--- src/hw/rtl/swtm_pkg.sv ---
`default_nettype none

package swtm_pkg;

	// Fixed field widths of the section and report transactions.
	localparam int PHASE_BITS     = 3;
	localparam int EXTENT_BITS    = 24;
	localparam int ARC_BITS       = 32;
	localparam int STATUS_BITS    = 2;
	localparam int REASON_BITS    = 3;
	localparam int COUNT_OUT_BITS = 16;

	// Configuration port.
	localparam int REG_BITS  = 16;
	localparam int ADDR_BITS = 4;
	localparam int DATA_BITS = 32;

	// Defaults for the top-level parameters.
	localparam int VALUE_BITS_DEF = 24;
	localparam int COUNT_BITS_DEF = 16;

	// Tolerance is 32 * epsilon + 2 * arc tolerance, which fits in 22 bits.
	localparam int TOL_BITS      = 22;
	localparam int TOL_EPS_SHIFT = 5;
	localparam int TOL_ARC_SHIFT = 1;

	localparam logic [REG_BITS-1:0] GEOMETRY_EPSILON_RESET = 16'd1;
	localparam logic [REG_BITS-1:0] ARC_TOLERANCE_RESET    = 16'd64;
	localparam logic [REG_BITS-1:0] MAX_SECTIONS_RESET     = 16'd256;

	// Phase codes carried by a section.
	localparam logic [PHASE_BITS-1:0] PH_WIDENING = 3'd1;
	localparam logic [PHASE_BITS-1:0] PH_JOIN     = 3'd2;
	localparam logic [PHASE_BITS-1:0] PH_TERMINAL = 3'd3;
	localparam logic [PHASE_BITS-1:0] PH_CONTACT  = 3'd4;

	typedef enum logic [STATUS_BITS-1:0] {
		ST_CLEAR       = 2'd0,
		ST_VIOLATION   = 2'd1,
		ST_UNSUPPORTED = 2'd2
	} status_t;

	typedef enum logic [REASON_BITS-1:0] {
		RS_NONE         = 3'd0,
		RS_WIDTH_VALLEY = 3'd1,
		RS_INWARD_SIDE  = 3'd2,
		RS_TERMINAL_EXP = 3'd3,
		RS_INVALID      = 3'd4,
		RS_WORK_LIMIT   = 3'd5
	} reason_t;

	typedef enum logic [1:0] {
		REG_GEOMETRY_EPSILON = 2'd0,
		REG_ARC_TOLERANCE    = 2'd1,
		REG_MAX_SECTIONS     = 2'd2
	} reg_idx_t;

	typedef struct packed {
		logic [TOL_BITS-1:0] tol;
		logic [REG_BITS-1:0] max_sections;
	} cfg_t;

	typedef struct packed {
		logic en;
		logic clr;
	} trk_ctl_t;

	function automatic logic [TOL_BITS-1:0] tol_of(input logic [REG_BITS-1:0] eps,
			input logic [REG_BITS-1:0] arc);
		logic [TOL_BITS-1:0] a;
		logic [TOL_BITS-1:0] b;
		a = TOL_BITS'(eps) << TOL_EPS_SHIFT;
		b = TOL_BITS'(arc) << TOL_ARC_SHIFT;
		return a + b;
	endfunction

endpackage

`default_nettype wire

--- src/hw/rtl/swtm_if.sv ---
`default_nettype none

interface swtm_section_if;
	import swtm_pkg::*;

	logic                   valid;
	logic                   ready;
	logic [PHASE_BITS-1:0]  phase;
	logic [EXTENT_BITS-1:0] left_extent;
	logic [EXTENT_BITS-1:0] right_extent;
	logic [ARC_BITS-1:0]    arclength;
	logic                   last_section;

	modport source (output valid, phase, left_extent, right_extent, arclength, last_section,
		input ready);
	modport sink (input valid, phase, left_extent, right_extent, arclength, last_section,
		output ready);
endinterface

interface swtm_report_if;
	import swtm_pkg::*;

	logic                      valid;
	logic                      ready;
	logic [STATUS_BITS-1:0]    status;
	logic [REASON_BITS-1:0]    reason;
	logic [EXTENT_BITS-1:0]    minimum_width;
	logic [EXTENT_BITS-1:0]    maximum_width;
	logic [EXTENT_BITS-1:0]    max_left_inward;
	logic [EXTENT_BITS-1:0]    max_right_inward;
	logic [EXTENT_BITS-1:0]    max_width_drawdown;
	logic [EXTENT_BITS-1:0]    width_valley_depth;
	logic [COUNT_OUT_BITS-1:0] sections_evaluated;

	modport source (output valid, status, reason, minimum_width, maximum_width,
		max_left_inward, max_right_inward, max_width_drawdown, width_valley_depth,
		sections_evaluated, input ready);
	modport sink (input valid, status, reason, minimum_width, maximum_width,
		max_left_inward, max_right_inward, max_width_drawdown, width_valley_depth,
		sections_evaluated, output ready);
endinterface

`default_nettype wire

--- src/hw/rtl/swtm_cfg_regs.sv ---
`default_nettype none

module swtm_cfg_regs (
	input  wire logic                          clk,
	input  wire logic                          arst_n,
	input  wire logic                          psel,
	input  wire logic                          penable,
	input  wire logic                          pwrite,
	input  wire logic [swtm_pkg::ADDR_BITS-1:0] paddr,
	input  wire logic [swtm_pkg::DATA_BITS-1:0] pwdata,
	output logic      [swtm_pkg::DATA_BITS-1:0] prdata,
	output logic                               pready,
	output swtm_pkg::cfg_t                     cfg
);
	import swtm_pkg::*;

	logic [REG_BITS-1:0] eps_q;
	logic [REG_BITS-1:0] arc_q;
	logic [REG_BITS-1:0] max_q;
	logic                wr;
	reg_idx_t            idx;

	assign pready = 1'b1;
	assign wr     = psel && penable && pwrite;
	assign idx    = reg_idx_t'(paddr[ADDR_BITS-1:2]);

	always_ff @(posedge clk or negedge arst_n) begin
		if (!arst_n) begin
			eps_q <= GEOMETRY_EPSILON_RESET;
			arc_q <= ARC_TOLERANCE_RESET;
			max_q <= MAX_SECTIONS_RESET;
		end else begin
			if (wr) begin
				case (idx)
					REG_GEOMETRY_EPSILON: eps_q <= pwdata[REG_BITS-1:0];
					REG_ARC_TOLERANCE:    arc_q <= pwdata[REG_BITS-1:0];
					REG_MAX_SECTIONS:     max_q <= pwdata[REG_BITS-1:0];
					default: ;
				endcase
			end
		end
	end

	always_comb begin
		case (idx)
			REG_GEOMETRY_EPSILON: prdata = DATA_BITS'(eps_q);
			REG_ARC_TOLERANCE:    prdata = DATA_BITS'(arc_q);
			REG_MAX_SECTIONS:     prdata = DATA_BITS'(max_q);
			default:              prdata = '0;
		endcase
	end

	// The tolerance is only two shifts and an add, so it follows the registers directly.
	assign cfg.tol          = tol_of(eps_q, arc_q);
	assign cfg.max_sections = max_q;

endmodule

`default_nettype wire

--- src/hw/rtl/swtm_tracker.sv ---
`default_nettype none

module swtm_tracker #(
	parameter int VALUE_BITS = swtm_pkg::VALUE_BITS_DEF,
	parameter bit HAS_VALLEY = 1'b0
) (
	input  wire logic                  clk,
	input  wire logic                  arst_n,
	input  wire swtm_pkg::trk_ctl_t    ctl,
	input  wire logic [VALUE_BITS-1:0] value,
	output logic      [VALUE_BITS-1:0] drawdown_nx,
	output logic      [VALUE_BITS-1:0] valley_nx,
	output logic                       seen
);
	import swtm_pkg::*;

	logic [VALUE_BITS-1:0] peak_q;
	logic [VALUE_BITS-1:0] trough_q;
	logic [VALUE_BITS-1:0] dd_q;
	logic                  seen_q;
	logic [VALUE_BITS-1:0] trough_lo;
	logic [VALUE_BITS-1:0] fall;
	logic [VALUE_BITS-1:0] dd_calc;
	logic [VALUE_BITS-1:0] peak_nx;
	logic [VALUE_BITS-1:0] trough_nx;

	always_comb begin
		trough_lo = (value < trough_q) ? value : trough_q;
		fall      = peak_q - value;
		dd_calc   = dd_q;
		if (peak_q > value && fall > dd_q) begin
			dd_calc = fall;
		end
		// The first sample, or a new peak, restarts both peak and trough.
		if (!seen_q || value >= peak_q) begin
			peak_nx   = value;
			trough_nx = value;
		end else begin
			peak_nx   = peak_q;
			trough_nx = trough_lo;
		end
		drawdown_nx = (ctl.en && seen_q) ? dd_calc : dd_q;
	end

	always_ff @(posedge clk or negedge arst_n) begin
		if (!arst_n) begin
			peak_q   <= '0;
			trough_q <= '0;
			dd_q     <= '0;
			seen_q   <= 1'b0;
		end else if (ctl.clr) begin
			peak_q   <= '0;
			trough_q <= '0;
			dd_q     <= '0;
			seen_q   <= 1'b0;
		end else if (ctl.en) begin
			peak_q   <= peak_nx;
			trough_q <= trough_nx;
			dd_q     <= drawdown_nx;
			seen_q   <= 1'b1;
		end
	end

	assign seen = seen_q;

	generate
		if (HAS_VALLEY) begin : g_valley
			logic [VALUE_BITS-1:0] valley_q;
			logic [VALUE_BITS-1:0] v_fall;
			logic [VALUE_BITS-1:0] v_rise;
			logic [VALUE_BITS-1:0] v_min;

			// Valley depth is the smaller of the descent from the peak and the
			// climb back out of the trough.
			always_comb begin
				v_fall    = peak_q - trough_lo;
				v_rise    = value - trough_lo;
				v_min     = (v_rise < v_fall) ? v_rise : v_fall;
				valley_nx = (ctl.en && seen_q && v_min > valley_q) ? v_min : valley_q;
			end

			always_ff @(posedge clk or negedge arst_n) begin
				if (!arst_n) begin
					valley_q <= '0;
				end else if (ctl.clr) begin
					valley_q <= '0;
				end else if (ctl.en) begin
					valley_q <= valley_nx;
				end
			end
		end else begin : g_no_valley
			assign valley_nx = '0;
		end
	endgenerate

endmodule

`default_nettype wire

--- src/hw/rtl/stroke_width_trend_monitor_unit.sv ---
`default_nettype none

// Channel  | Direction | Protocol        | Content
// section  | in        | valid/ready     | one measured cross-section per transaction
// report   | out       | valid/ready     | status, reason and statistics of a finished run
// APB      | in/out    | setup + access  | epsilon, arc tolerance, section limit
//
// Each section is taken into an input register and, on leaving it, folded into the
// running state and, if it closes the run, into the report register. One section per
// cycle is sustained outside stalls; the state update is a loop through registers.
// A non-last section moves on even while a report waits, so input only stalls when a
// last section meets a report register that is still full.
// Asynchronous active-low reset clears all run state and the handshake registers;
// configuration registers return to their documented reset values.

module stroke_width_trend_monitor_unit #(
	parameter int VALUE_BITS = swtm_pkg::VALUE_BITS_DEF,
	parameter int COUNT_BITS = swtm_pkg::COUNT_BITS_DEF
) (
	input  wire logic                          clk,
	input  wire logic                          arst_n,
	swtm_section_if.sink                       section,
	swtm_report_if.source                      report,
	input  wire logic                          psel,
	input  wire logic                          penable,
	input  wire logic                          pwrite,
	input  wire logic [swtm_pkg::ADDR_BITS-1:0] paddr,
	input  wire logic [swtm_pkg::DATA_BITS-1:0] pwdata,
	output logic      [swtm_pkg::DATA_BITS-1:0] prdata,
	output logic                               pready
);
	import swtm_pkg::*;

	// Working widths: the wide domain holds an extent before it is clamped to
	// VALUE_BITS, the compare domain holds a value plus the tolerance.
	localparam int CNT_W = COUNT_BITS + 1;
	localparam int WB    = ((VALUE_BITS > EXTENT_BITS) ? VALUE_BITS : EXTENT_BITS) + 1;
	localparam int OW    = (VALUE_BITS > EXTENT_BITS) ? VALUE_BITS : EXTENT_BITS;
	localparam int CW    = ((VALUE_BITS > TOL_BITS) ? VALUE_BITS : TOL_BITS) + 1;
	localparam int MW    = (CNT_W > REG_BITS) ? CNT_W : REG_BITS;
	localparam logic [WB-1:0] VMAX_W = WB'({VALUE_BITS{1'b1}});

	function automatic logic [EXTENT_BITS-1:0] to_field(input logic [VALUE_BITS-1:0] v);
		logic [OW-1:0] w;
		w = OW'(v);
		return w[EXTENT_BITS-1:0];
	endfunction

	cfg_t cfg;

	swtm_cfg_regs u_cfg (
		.clk     (clk),
		.arst_n  (arst_n),
		.psel    (psel),
		.penable (penable),
		.pwrite  (pwrite),
		.paddr   (paddr),
		.pwdata  (pwdata),
		.prdata  (prdata),
		.pready  (pready),
		.cfg     (cfg)
	);

	// ---------------------------------------------------------------- input stage
	logic                   s1_valid_q;
	logic [PHASE_BITS-1:0]  phase_s1;
	logic [EXTENT_BITS-1:0] left_s1;
	logic [EXTENT_BITS-1:0] right_s1;
	logic [ARC_BITS-1:0]    arc_s1;
	logic                   last_s1;
	logic                   s1_adv;
	logic                   in_take;
	logic                   rpt_valid_q;

	// A section leaves the input stage unless it closes a run and the report
	// register is still holding an untaken transaction.
	assign s1_adv        = s1_valid_q && (!last_s1 || !rpt_valid_q || report.ready);
	assign section.ready = !s1_valid_q || s1_adv;
	assign in_take       = section.valid && section.ready;

	always_ff @(posedge clk or negedge arst_n) begin
		if (!arst_n) begin
			s1_valid_q <= 1'b0;
		end else if (in_take) begin
			s1_valid_q <= 1'b1;
		end else if (s1_adv) begin
			s1_valid_q <= 1'b0;
		end
	end

	always_ff @(posedge clk) begin
		if (in_take) begin
			phase_s1 <= section.phase;
			left_s1  <= section.left_extent;
			right_s1 <= section.right_extent;
			arc_s1   <= section.arclength;
			last_s1  <= section.last_section;
		end
	end

	// ---------------------------------------------------------------- run state
	logic [CNT_W-1:0]      cnt_q;
	logic [ARC_BITS-1:0]   prior_arc_q;
	logic [PHASE_BITS-1:0] prior_phase_q;
	logic [VALUE_BITS-1:0] low_q;
	logic [VALUE_BITS-1:0] high_q;
	logic [VALUE_BITS-1:0] floor_q;
	logic                  begun_q;
	logic                  grew_q;
	logic [1:0]            err_q;

	// Extents are clamped to the value range, and so is their sum.
	logic [WB-1:0]         left_w;
	logic [WB-1:0]         right_w;
	logic [VALUE_BITS-1:0] left_v;
	logic [VALUE_BITS-1:0] right_v;
	logic [VALUE_BITS:0]   wsum;
	logic [VALUE_BITS-1:0] width_v;

	always_comb begin
		left_w  = WB'(left_s1);
		right_w = WB'(right_s1);
		left_v  = (left_w > VMAX_W) ? {VALUE_BITS{1'b1}} : left_w[VALUE_BITS-1:0];
		right_v = (right_w > VMAX_W) ? {VALUE_BITS{1'b1}} : right_w[VALUE_BITS-1:0];
		wsum    = {1'b0, left_v} + {1'b0, right_v};
		width_v = wsum[VALUE_BITS] ? {VALUE_BITS{1'b1}} : wsum[VALUE_BITS-1:0];
	end

	// Ordering and count checks. Bit 0 of the error flags marks an invalid
	// section, bit 1 a run that went past the section limit.
	logic             first;
	logic             bad;
	logic [CNT_W-1:0] cnt_nx;
	logic             over;
	logic [1:0]       err_nx;
	logic             live;
	logic             is_trend;
	logic             is_term;

	always_comb begin
		first  = (cnt_q == '0);
		bad    = (phase_s1 > PH_CONTACT) || (phase_s1 == PH_CONTACT && !last_s1) ||
			(!first && (arc_s1 <= prior_arc_q || phase_s1 < prior_phase_q));
		cnt_nx = cnt_q + CNT_W'(!(&cnt_q));
		over   = MW'(cnt_nx) > MW'(cfg.max_sections);
		err_nx = err_q | {over, bad};
		// Once any error is flagged the statistics stop moving for the rest of the run.
		live     = (err_nx == 2'b00);
		is_trend = (phase_s1 == PH_WIDENING) || (phase_s1 == PH_JOIN);
		is_term  = (phase_s1 == PH_TERMINAL) || (phase_s1 == PH_CONTACT);
	end

	// Trend trackers on left, right and width over widening and join.
	trk_ctl_t              trk_ctl;
	logic [VALUE_BITS-1:0] dd_left;
	logic [VALUE_BITS-1:0] dd_right;
	logic [VALUE_BITS-1:0] dd_width;
	logic [VALUE_BITS-1:0] valley_nx;
	logic [VALUE_BITS-1:0] valley_left;
	logic [VALUE_BITS-1:0] valley_right;
	logic                  seen_left;
	logic                  seen_right;
	logic                  seen_width;

	assign trk_ctl.en  = s1_adv && live && is_trend;
	assign trk_ctl.clr = s1_adv && last_s1;

	swtm_tracker #(.VALUE_BITS(VALUE_BITS), .HAS_VALLEY(1'b0)) u_trk_left (
		.clk         (clk),
		.arst_n      (arst_n),
		.ctl         (trk_ctl),
		.value       (left_v),
		.drawdown_nx (dd_left),
		.valley_nx   (valley_left),
		.seen        (seen_left)
	);

	swtm_tracker #(.VALUE_BITS(VALUE_BITS), .HAS_VALLEY(1'b0)) u_trk_right (
		.clk         (clk),
		.arst_n      (arst_n),
		.ctl         (trk_ctl),
		.value       (right_v),
		.drawdown_nx (dd_right),
		.valley_nx   (valley_right),
		.seen        (seen_right)
	);

	swtm_tracker #(.VALUE_BITS(VALUE_BITS), .HAS_VALLEY(1'b1)) u_trk_width (
		.clk         (clk),
		.arst_n      (arst_n),
		.ctl         (trk_ctl),
		.value       (width_v),
		.drawdown_nx (dd_width),
		.valley_nx   (valley_nx),
		.seen        (seen_width)
	);

	// Width envelope and terminal re-expansion watch.
	logic [VALUE_BITS-1:0] low_nx;
	logic [VALUE_BITS-1:0] high_nx;
	logic [VALUE_BITS-1:0] floor_nx;
	logic [VALUE_BITS-1:0] floor_base;
	logic                  begun_nx;
	logic                  grew_nx;

	always_comb begin
		low_nx     = low_q;
		high_nx    = high_q;
		floor_nx   = floor_q;
		begun_nx   = begun_q;
		grew_nx    = grew_q;
		floor_base = floor_q;
		if (live) begin
			if (first) begin
				low_nx  = width_v;
				high_nx = width_v;
			end else begin
				if (width_v < low_q) begin
					low_nx = width_v;
				end
				if (width_v > high_q) begin
					high_nx = width_v;
				end
			end
			if (is_trend) begin
				floor_nx = width_v;
			end else if (is_term) begin
				// Entering the terminal phases without any trend history starts the
				// floor at the present width.
				if (!begun_q && !seen_width) begin
					floor_base = width_v;
				end
				begun_nx = 1'b1;
				if (CW'(width_v) > CW'(floor_base) + CW'(cfg.tol)) begin
					grew_nx = 1'b1;
				end
				floor_nx = (width_v < floor_base) ? width_v : floor_base;
			end
		end
	end

	always_ff @(posedge clk or negedge arst_n) begin
		if (!arst_n) begin
			cnt_q         <= '0;
			prior_arc_q   <= '0;
			prior_phase_q <= '0;
			low_q         <= '0;
			high_q        <= '0;
			floor_q       <= '0;
			begun_q       <= 1'b0;
			grew_q        <= 1'b0;
			err_q         <= 2'b00;
		end else if (s1_adv) begin
			if (last_s1) begin
				cnt_q         <= '0;
				prior_arc_q   <= '0;
				prior_phase_q <= '0;
				low_q         <= '0;
				high_q        <= '0;
				floor_q       <= '0;
				begun_q       <= 1'b0;
				grew_q        <= 1'b0;
				err_q         <= 2'b00;
			end else begin
				cnt_q         <= cnt_nx;
				prior_arc_q   <= arc_s1;
				prior_phase_q <= phase_s1;
				low_q         <= low_nx;
				high_q        <= high_nx;
				floor_q       <= floor_nx;
				begun_q       <= begun_nx;
				grew_q        <= grew_nx;
				err_q         <= err_nx;
			end
		end
	end

	// ---------------------------------------------------------------- report
	// A work-limit error outranks invalid sections; among violations the valley
	// comes first, then inward sides, then terminal growth.
	status_t                   status_c;
	reason_t                   reason_c;
	logic                      unsup;
	status_t                   status_q;
	reason_t                   reason_q;
	logic [EXTENT_BITS-1:0]    min_q;
	logic [EXTENT_BITS-1:0]    max_q;
	logic [EXTENT_BITS-1:0]    left_in_q;
	logic [EXTENT_BITS-1:0]    right_in_q;
	logic [EXTENT_BITS-1:0]    width_dd_q;
	logic [EXTENT_BITS-1:0]    valley_q;
	logic [COUNT_OUT_BITS-1:0] sections_q;
	logic [MW-1:0]             cnt_m;

	always_comb begin
		unsup = 1'b1;
		cnt_m = MW'(cnt_nx);
		if (err_nx[1]) begin
			status_c = ST_UNSUPPORTED;
			reason_c = RS_WORK_LIMIT;
		end else if (err_nx[0]) begin
			status_c = ST_UNSUPPORTED;
			reason_c = RS_INVALID;
		end else begin
			unsup    = 1'b0;
			status_c = ST_VIOLATION;
			if (CW'(valley_nx) > CW'(cfg.tol)) begin
				reason_c = RS_WIDTH_VALLEY;
			end else if (CW'(dd_left) > CW'(cfg.tol) || CW'(dd_right) > CW'(cfg.tol)) begin
				reason_c = RS_INWARD_SIDE;
			end else if (grew_nx) begin
				reason_c = RS_TERMINAL_EXP;
			end else begin
				status_c = ST_CLEAR;
				reason_c = RS_NONE;
			end
		end
	end

	always_ff @(posedge clk or negedge arst_n) begin
		if (!arst_n) begin
			rpt_valid_q <= 1'b0;
		end else if (s1_adv && last_s1) begin
			rpt_valid_q <= 1'b1;
		end else if (report.ready) begin
			rpt_valid_q <= 1'b0;
		end
	end

	always_ff @(posedge clk) begin
		if (s1_adv && last_s1) begin
			status_q   <= status_c;
			reason_q   <= reason_c;
			min_q      <= unsup ? '0 : to_field(low_nx);
			max_q      <= unsup ? '0 : to_field(high_nx);
			left_in_q  <= unsup ? '0 : to_field(dd_left);
			right_in_q <= unsup ? '0 : to_field(dd_right);
			width_dd_q <= unsup ? '0 : to_field(dd_width);
			valley_q   <= unsup ? '0 : to_field(valley_nx);
			sections_q <= unsup ? '0 : cnt_m[COUNT_OUT_BITS-1:0];
		end
	end

	assign report.valid              = rpt_valid_q;
	assign report.status             = status_q;
	assign report.reason             = reason_q;
	assign report.minimum_width      = min_q;
	assign report.maximum_width      = max_q;
	assign report.max_left_inward    = left_in_q;
	assign report.max_right_inward   = right_in_q;
	assign report.max_width_drawdown = width_dd_q;
	assign report.width_valley_depth = valley_q;
	assign report.sections_evaluated = sections_q;

	// ---------------------------------------------------------------- checks
	// Closing a run leaves the section counter and error flags cleared.
	a_run_clears: assert property (@(posedge clk) disable iff (!arst_n)
		s1_adv && last_s1 |=> cnt_q == '0 && err_q == 2'b00)
		else $error("run state not cleared after a closing section");

	// An unsupported report carries no statistics.
	a_unsup_zero: assert property (@(posedge clk) disable iff (!arst_n)
		rpt_valid_q && status_q == ST_UNSUPPORTED |->
		min_q == '0 && max_q == '0 && sections_q == '0 && valley_q == '0)
		else $error("unsupported report with non-zero statistics");

	// The width envelope stays ordered while a clean run is in progress.
	a_envelope: assert property (@(posedge clk) disable iff (!arst_n)
		cnt_q != '0 && err_q == 2'b00 |-> low_q <= high_q)
		else $error("minimum width above maximum width");

	// A work-limit error stays flagged until the run closes.
	a_limit_sticky: assert property (@(posedge clk) disable iff (!arst_n)
		err_q[1] && !(s1_adv && last_s1) |=> err_q[1])
		else $error("work-limit flag dropped inside a run");

	// An empty input register always takes a new section.
	a_empty_ready: assert property (@(posedge clk) disable iff (!arst_n)
		!s1_valid_q |-> section.ready)
		else $error("input stalled with an empty input register");

	// The three trackers share one control, so they fill together, and only the
	// width tracker keeps a valley.
	a_trk_lockstep: assert property (@(posedge clk) disable iff (!arst_n)
		seen_left == seen_width && seen_right == seen_width &&
		valley_left == '0 && valley_right == '0)
		else $error("side trackers out of step with the width tracker");

endmodule

`default_nettype wire

--- src/flat_wrapper.sv ---
// flat-port wrapper written by rule: the top's interface ports become plain ports
module stroke_width_trend_monitor_unit_flat import swtm_pkg::*;
#(
	parameter int VALUE_BITS = swtm_pkg::VALUE_BITS_DEF,
	parameter int COUNT_BITS = swtm_pkg::COUNT_BITS_DEF
)
  (clk, arst_n, psel, penable, pwrite, paddr, pwdata, prdata, pready, section_valid, section_phase, section_left_extent, section_right_extent, section_arclength, section_last_section, section_ready, report_valid, report_status, report_reason, report_minimum_width, report_maximum_width, report_max_left_inward, report_max_right_inward, report_max_width_drawdown, report_width_valley_depth, report_sections_evaluated, report_ready);
  swtm_section_if section_i ();
  swtm_report_if report_i ();
  input  wire logic clk;
  input  wire logic arst_n;
  input  wire logic psel;
  input  wire logic penable;
  input  wire logic pwrite;
  input  wire logic [swtm_pkg::ADDR_BITS-1:0] paddr;
  input  wire logic [swtm_pkg::DATA_BITS-1:0] pwdata;
  output logic      [swtm_pkg::DATA_BITS-1:0] prdata;
  output logic pready;
  input wire logic [$bits(section_i.valid)-1:0] section_valid;
  input wire logic [$bits(section_i.phase)-1:0] section_phase;
  input wire logic [$bits(section_i.left_extent)-1:0] section_left_extent;
  input wire logic [$bits(section_i.right_extent)-1:0] section_right_extent;
  input wire logic [$bits(section_i.arclength)-1:0] section_arclength;
  input wire logic [$bits(section_i.last_section)-1:0] section_last_section;
  output wire logic [$bits(section_i.ready)-1:0] section_ready;
  output wire logic [$bits(report_i.valid)-1:0] report_valid;
  output wire logic [$bits(report_i.status)-1:0] report_status;
  output wire logic [$bits(report_i.reason)-1:0] report_reason;
  output wire logic [$bits(report_i.minimum_width)-1:0] report_minimum_width;
  output wire logic [$bits(report_i.maximum_width)-1:0] report_maximum_width;
  output wire logic [$bits(report_i.max_left_inward)-1:0] report_max_left_inward;
  output wire logic [$bits(report_i.max_right_inward)-1:0] report_max_right_inward;
  output wire logic [$bits(report_i.max_width_drawdown)-1:0] report_max_width_drawdown;
  output wire logic [$bits(report_i.width_valley_depth)-1:0] report_width_valley_depth;
  output wire logic [$bits(report_i.sections_evaluated)-1:0] report_sections_evaluated;
  input wire logic [$bits(report_i.ready)-1:0] report_ready;
  assign section_i.valid = section_valid;
  assign section_i.phase = section_phase;
  assign section_i.left_extent = section_left_extent;
  assign section_i.right_extent = section_right_extent;
  assign section_i.arclength = section_arclength;
  assign section_i.last_section = section_last_section;
  assign section_ready = section_i.ready;
  assign report_valid = report_i.valid;
  assign report_status = report_i.status;
  assign report_reason = report_i.reason;
  assign report_minimum_width = report_i.minimum_width;
  assign report_maximum_width = report_i.maximum_width;
  assign report_max_left_inward = report_i.max_left_inward;
  assign report_max_right_inward = report_i.max_right_inward;
  assign report_max_width_drawdown = report_i.max_width_drawdown;
  assign report_width_valley_depth = report_i.width_valley_depth;
  assign report_sections_evaluated = report_i.sections_evaluated;
  assign report_i.ready = report_ready;
  stroke_width_trend_monitor_unit #(.VALUE_BITS(VALUE_BITS), .COUNT_BITS(COUNT_BITS)) u_core (.clk(clk), .arst_n(arst_n), .section(section_i), .report(report_i), .psel(psel), .penable(penable), .pwrite(pwrite), .paddr(paddr), .pwdata(pwdata), .prdata(prdata), .pready(pready));
endmodule
--- config.mk ---
export PLATFORM = sky130hd
export DESIGN_NAME = stroke_width_trend_monitor_unit_flat
export DESIGN_NICKNAME = d
export VERILOG_FILES = /design/src/hw/rtl/swtm_pkg.sv /design/src/hw/rtl/swtm_if.sv /design/src/hw/rtl/swtm_cfg_regs.sv /design/src/hw/rtl/swtm_tracker.sv /design/src/hw/rtl/stroke_width_trend_monitor_unit.sv /design/src/flat_wrapper.sv
export SDC_FILE = /design/constraint.sdc
export NUM_CORES = 2
export LEC_CHECK = 0
export ABC_CLOCK_PERIOD_IN_PS = 21800
export BUFFER_PORTS_ARGS = -buffer_cell sky130_fd_sc_hd__buf_4
export CAP_MARGIN = 5
export CORE_UTILIZATION = 60
export CTS_CLUSTER_DIAMETER = 100
export DETAILED_ROUTE_END_ITERATION = 8
export PLACE_DENSITY = 0.91
export SLEW_MARGIN = 20
export SYNTH_ARGS = -nofsm -noshare
export SYNTH_HDL_FRONTEND = slang
export SYNTH_SLANG_ARGS = --single-unit
--- constraint.sdc ---
create_clock -name clk -period 21.8 [get_ports clk]
set_input_delay 1.09 -clock clk [delete_from_list [all_inputs] [get_ports clk]]
set_output_delay 1.09 -clock clk [all_outputs]
set_load 0.02 [all_outputs]
# Word-level counts from Yosys, hierarchy flattened
# Index checks and enable logic that the tools add are counted.
dict set report totals {
  reg_bits 620
  latch_bits 0
  mem_bits_rw 0
  rom_bits 0
  inputBits 127
  out_inout_bits 200
  wordCells 212
  n_memories 0
}
dict set report classes {
  n_addsub 9
  mul 0
  div 0
  n_lt_le_gt_ge 23
  n_eq_ne 7
  n_shift 0
  muxes 76
  n_bitwise 1
  n_reduce_logical 57
}
# cell n
set ops {}
lappend ops {{$mux 24} 47}
lappend ops {{$gt 24x24->1} 8}
lappend ops {{$sub 24x24->24} 5}
lappend ops {{$lt 24x24->1} 4}
lappend ops {{$ge 24x24->1} 3}
lappend ops {{$gt 24x22->1} 3}
lappend ops {{$pmux 16 s3} 1}
lappend ops {{$le 32x32->1} 1}
lappend ops {{$mux 32} 1}
lappend ops {{$add 24x22->25} 1}
lappend ops {{$add 24x24->25} 1}
lappend ops {{$gt 24x25->1} 1}
lappend ops {{$add 21x17->22} 1}
lappend ops {{$mux 1} 19}
lappend ops {{$add 17x1->17} 1}
lappend ops {{$gt 17x16->1} 1}
lappend ops {{$logic_not 17->1} 1}
lappend ops {{$mux 17} 1}
lappend ops {{$reduce_and 17->1} 1}
lappend ops {{$reduce_bool 2->1} 8}
lappend ops {{$logic_and 1x1->1} 15}
lappend ops {{$logic_or 1x1->1} 12}
lappend ops {{$reduce_and 2->1} 6}
lappend ops {{$mux 3} 3}
lappend ops {{17 further kinds} 28}

# Logic depth before layout (Yosys ltp)
dict set report logic_depth {
  ltp_word 17
  mapped_depth 75
  mapped_depth_nobuf 66
}

# Cells and area by module
# Synthesis repeated with hierarchy kept, for this count alone.
dict set report hier_totals {
  cells_unflattened 4756
  hier_area_um2 45280.9
}
# module n_inst cells_per_inst area_per_inst_um2 seq_area_each_um2
set by_module_without_submodules {}
lappend by_module_without_submodules {stroke_width_trend_monitor_unit 1 2062 22078.7 10700.3}
lappend by_module_without_submodules {{swtm_tracker (u_core.u_trk_width)} 1 1489 11722.5 2427.3}
lappend by_module_without_submodules {{swtm_tracker (u_core.u_trk_left ...)} 2 470 4284.1 1226.2}
lappend by_module_without_submodules {swtm_cfg_regs 1 265 2911.5 1204.9}

# Worst setup path after synthesis
# Ideal clock, no wire load.
dict set report synth_timing {
  path_kind {reg-to-reg}
  startpoint {register u_core.right_s1[1]}
  endpoint {register u_core.status_q[0] (netlist: u_core.report.status[0]), data pin}
  setup_ns 0.286
  t_arrival_ns 14.457
  required_ns 21.514
  path_slack_ns 7.056
  path_stages_with_launch 69
  n_path_buf 7
  synth_period_minus_slack_ns 14.744
  path_cell_list {edfxtp_1 -> ha_1 -> a211o_1 -> a211o_1 -> a31o_2 -> o31a_1 -> a41o_1 -> o41ai_1 -> mux2i_1 -> inv_1 -> ha_1 -> nand4_1 -> nor4_1 -> o21ai_0 -> a41o_1 -> nand2_1 -> clkbuf_1 -> buf_1 -> [... 33 more ...] -> o2111a_1 -> clkbuf_1 -> mux2_2 -> ha_1 -> a21o_1 -> a21o_1 -> a21o_1 -> a21o_1 -> a21o_1 -> a21o_1 -> a221oi_1 -> o21ai_0 -> a2111oi_0 -> or3_1 -> o211ai_1 -> a21oi_1 -> and2_1 -> a31oi_1}
}
dict set report synth_via {
  word_cells_on_any_way 33
  cone_classes {add/sub (5); order compare (8); mux (17); reduce/logical (3)}
}
# element line
set synth_rtl {}
lappend synth_rtl {{from (decl)} stroke_width_trend_monitor_unit.sv:68} ;# logic [EXTENT_BITS-1:0] right_s1;
lappend synth_rtl {{from (signal assigned)} stroke_width_trend_monitor_unit.sv:95} ;# right_s1 <= section.right_extent;
lappend synth_rtl {{$add 24x24->25 *} stroke_width_trend_monitor_unit.sv:125} ;# wsum = {1'b0, left_v} + {1'b0, right_v};
lappend synth_rtl {{$mux 24 *} stroke_width_trend_monitor_unit.sv:126} ;# width_v = wsum[VALUE_BITS] ? {VALUE_BITS{1'b1}} : wsum[VALUE_BITS-1:0];
lappend synth_rtl {{$lt 24x24->1} swtm_tracker.sv:28} ;# trough_lo = (value < trough_q) ? value : trough_q;
lappend synth_rtl {{$mux 24} swtm_tracker.sv:28}
lappend synth_rtl {{$sub 24x24->24, on equally long branches} {swtm_tracker.sv:77, swtm_tracker.sv:76}}
lappend synth_rtl {{$lt 24x24->1} swtm_tracker.sv:78} ;# v_min = (v_rise < v_fall) ? v_rise : v_fall;
lappend synth_rtl {{$mux 24 *} swtm_tracker.sv:78}
lappend synth_rtl {{$gt 24x24->1} swtm_tracker.sv:79} ;# valley_nx = (ctl.en && seen_q && v_min > valley_q) ? v_min : valley_q;
lappend synth_rtl {{$logic_and 1x1->1} swtm_tracker.sv:79}
lappend synth_rtl {{$mux 24 *} swtm_tracker.sv:79}
lappend synth_rtl {{net u_core.u_trk_width.valley_nx[9]} swtm_tracker.sv:12} ;# output logic [VALUE_BITS-1:0] valley_nx,
lappend synth_rtl {{$gt 24x22->1 *} stroke_width_trend_monitor_unit.sv:307} ;# if (CW'(valley_nx) > CW'(cfg.tol)) begin
lappend synth_rtl {{$mux 2 *} stroke_width_trend_monitor_unit.sv:307}
lappend synth_rtl {{to (signal assigned)} stroke_width_trend_monitor_unit.sv:332} ;# status_q <= status_c;
lappend synth_rtl {{to (decl)} stroke_width_trend_monitor_unit.sv:284} ;# status_t status_q;
# Mark *: on every way through the listed nets, which the timed path passes. The rest lies on a longest branch. The select of a mux whose other input is x is not followed.
# A chain may end at the register's enable or synchronous reset.

# Worst setup path in the final report
# Same ends and word-level chain as after synthesis.

==> results.cfg <==
[die]
start_util = 0.610
boundaryPins = 327
fp-row-count = 97
die_y_um = 270
die_area_um2 = 72700
core_area_um2 = 70500
die_w_um = 270

[global_routing]
grt_max_degree = 162
grt_pass1_vias = 37000
grt.total_usage = 0.365
grt_pass1_wl_um = 208000
antenna_found_initial = 5
overflow = 0

[yosys]
syn_area_um2 = 43000
yosysTopAreaCellShare = 0.214
synth.distinct_cells = 95
synth_ff_type = dfrtp_1
async_flop_share = 0.599
synthCells = 4632
yosys-top-cells-area = dfrtp_1 21%, edfxtp_1 17%, ha_1 15%, inv_1 4.0%, o21ai_0 3.7%
synth.ff_latch_count = 619
yosysSeqAreaShare = 0.389
yosys.area.top_type = dfrtp_1
synth.avg_cell_area_um2 = 9.28
yosys_warnings = 0
synth_edf_count = 248

[critical_path]
startpoint_type = flop
critical_path_class = flop to flop
cp.arrival_ns = 18.07
crit_path_max_fanout = 37
cp_slowest_cell = a221oi_4
required_ns = 22.12
critPathCaptureType = flop
crit_top_cell = a21o_1
slowest_delay_ns = 0.73

[final_layout]
area_growth_syn_to_layout_pct = 12.9
drive_gt1_frac = 0.116
final_nets = 5524
final_cells = 5876
largestRegisters = u_core.arc_s1 (32), u_core.prior_arc_q (32)
area.sequential_um2 = 16700
utilization = 0.688
multi_input_area_um2 = 23800
nFillCells = 5042

[route]
vias = 38400
highest_layer = met5
detail_route.wirelength_um = 136000
drt_iter0_drc = 4731
first_pass_iters = 7
ant_nets = 0
wl_met2_um = 60600
wl_per_cell_um = 23.1
vias_per_cell = 6.54
dr_wl_met3_um = 14600
drc = 0
wl_met1_um = 50800

[timing]
period_needed_ns = 17.75
tightest_slew_ns = 1.15
finClkSkew_ns = 0.0300
fin_tns_setup_ns = 0
hold_violations = 0
clock.fmax_mhz = 56.3
setup_viol = 0
post-route-period-util = 0.814
rsz0062_at_grt = false
fin_ws_ns = 4.05
slew-limit-headroom = 0.221
final_max_slew_viol_count = 0

[pwr]
power_density_nw_per_um2 = 117
ir_worst_vdd_mv = 0.0642
finalPower_mw = 5.70
p_leak_nw = 22.7

[clock_tree]
post_cts_resized = 0
post-cts-setup-buffer-count = 0
clock-sinks = 619
htree_levels = 3
root_buffer = clkbuf_16
tritoncts.num_buffers = 69
hold_buffers = 0
clkLatencyLatePin_ns = 0.64
cts_tree = yes
cts.path.max_buffers = 3
clkTransAtPathRegs_ns = 0.06

[place]
post-place-ws_ns = 4.64
place.gp.congestion = 0.985
dp.cells = 5742
io_buffers = 291
hpwlAfterDp_um = 95900

[outcome]
outcome = finished, final reports clean

[min_path]
hold_path_class = input pin to asynchronous set/reset pin

[job]
maxCapViolCount = 0
layer usage:
layer / global-route usage / vias up
met2: 0.570 / 2383
met1: 0.452 / 18300
met5: 0 / -
met3: 0.0921 / 598
met4: 0.231 / 4
li1: - / 17100
through the flow:
stage / cell area, µm² / hold slack, ns
6_report: 48500 / 0.420
5_1_grt: 48500 / 0.486
4_1_cts: 48500 / 0.479
3_5_place_dp: 46200 / 0.473
3_3_place_gp: 46200 / 0.452
2_1_floorplan: 43100 / 0.440
final cells by class:
cell class	instances	area share
Multi-Input combinational cell	3365	0.491
Clock buffer	79	0.0376
Sequential cell	619	0.345
Antenna cell	7	0.000361
Tap cell	940	0.0242
Clock inverter	48	0.0105
Timing Repair Buffer	354	0.0552
Inverter	464	0.0361
placed cells by master (no fill, tap or decap), drive strengths merged, types with 26 or more instances in the layout:
master,netlist,final
a22o,63,63
a31oi,26,26
inv,464,471
o31ai,50,50
edfxtp,248,248
a21oi,295,295
buf,41,354
ha,518,518
xor2,62,62
nand3,93,93
mux2i,71,71
clkinv,0,26
o22ai,96,96
nand4,83,83
xnor2,110,110
a22oi,51,51
a21o,166,166
mux2,43,43
dfrtp,368,368
nand2,358,358
nand2b,51,51
o21a,73,73
clkbuf,158,79
nor2,358,358
nor2b,46,46
a211oi,68,68
nor3,47,47
o21ai,329,329
o21bai,30,30
and2,32,32
kinds of logic after synthesis:
family / Yosys count / share of synthesized area
AOI/OAI and AO/OA: 1373 / 0.207
xor gates and xnor gates: 173 / 0.0356
adders and majority gates: 527 / 0.154
buffers and inverters: 663 / 0.0598
DFF: 619 / 0.389
muxes: 114 / 0.0278
other: 2 / 0.000175
and+or+nand+nor: 1161 / 0.126
report_power, final:
| part | internal [mW] | switching [mW] | total [mW] |
|---|---|---|---|
| Combinational | 1.14 | 1.88 | 3.02 |
| Clock | 0.696 | 0.529 | 1.22 |
| Sequential | 1.35 | 0.104 | 1.45 |
| Total | 3.18 | 2.51 | 5.70 |
Yosys cell counts, types with 73 or more instances:
cell type	instances
a21o_1	166
a21oi_1	294
clkbuf_1	158
dfrtp_1	368
edfxtp_1	248
ha_1	518
inv_1	461
nand2_1	357
nand3_1	93
nand4_1	80
nor2_1	358
o21a_1	73
o21ai_0	316
o22ai_1	96
xnor2_1	110
worst paths after layout:
path / start / to / slack, ns / depth (start not counted)
worst max-delay path: u_core.right_s1[1] / u_core.report.status[0] / 4.05 / 67
worst min-delay path: arst_n / u_core.u_trk_right.dd_q[11] / 0.42 / 1
worst max register to register: u_core.right_s1[1] / u_core.report.status[0] / 4.05 / 67
worst min register to register: u_core.u_trk_left.peak_q[17] / u_core.u_trk_left.peak_q[17] / 0.49 / 2
max in group asynchronous: arst_n / u_core.u_trk_width.dd_q[2] / 19.06 / 3
min in group clk: u_core.u_trk_left.peak_q[17] / u_core.u_trk_left.peak_q[17] / 0.49 / 2
critical path, delay by kind of cell (launching register included):
| family | cells | cell delay (ns) |
|---|---|---|
| buffers and inverters | 7 | 1.89 |
| XOR/XNOR | 1 | 0.37 |
| AO/OA/AOI/OAI | 39 | 9.68 |
| flip-flops | 1 | 0.54 |
| AND/OR/NAND/NOR | 12 | 2.30 |
| adder cells (fa/ha/maj) | 6 | 2.06 |
| multiplexers | 2 | 0.57 |
Note: power is estimated with default switching activity, not from simulation.
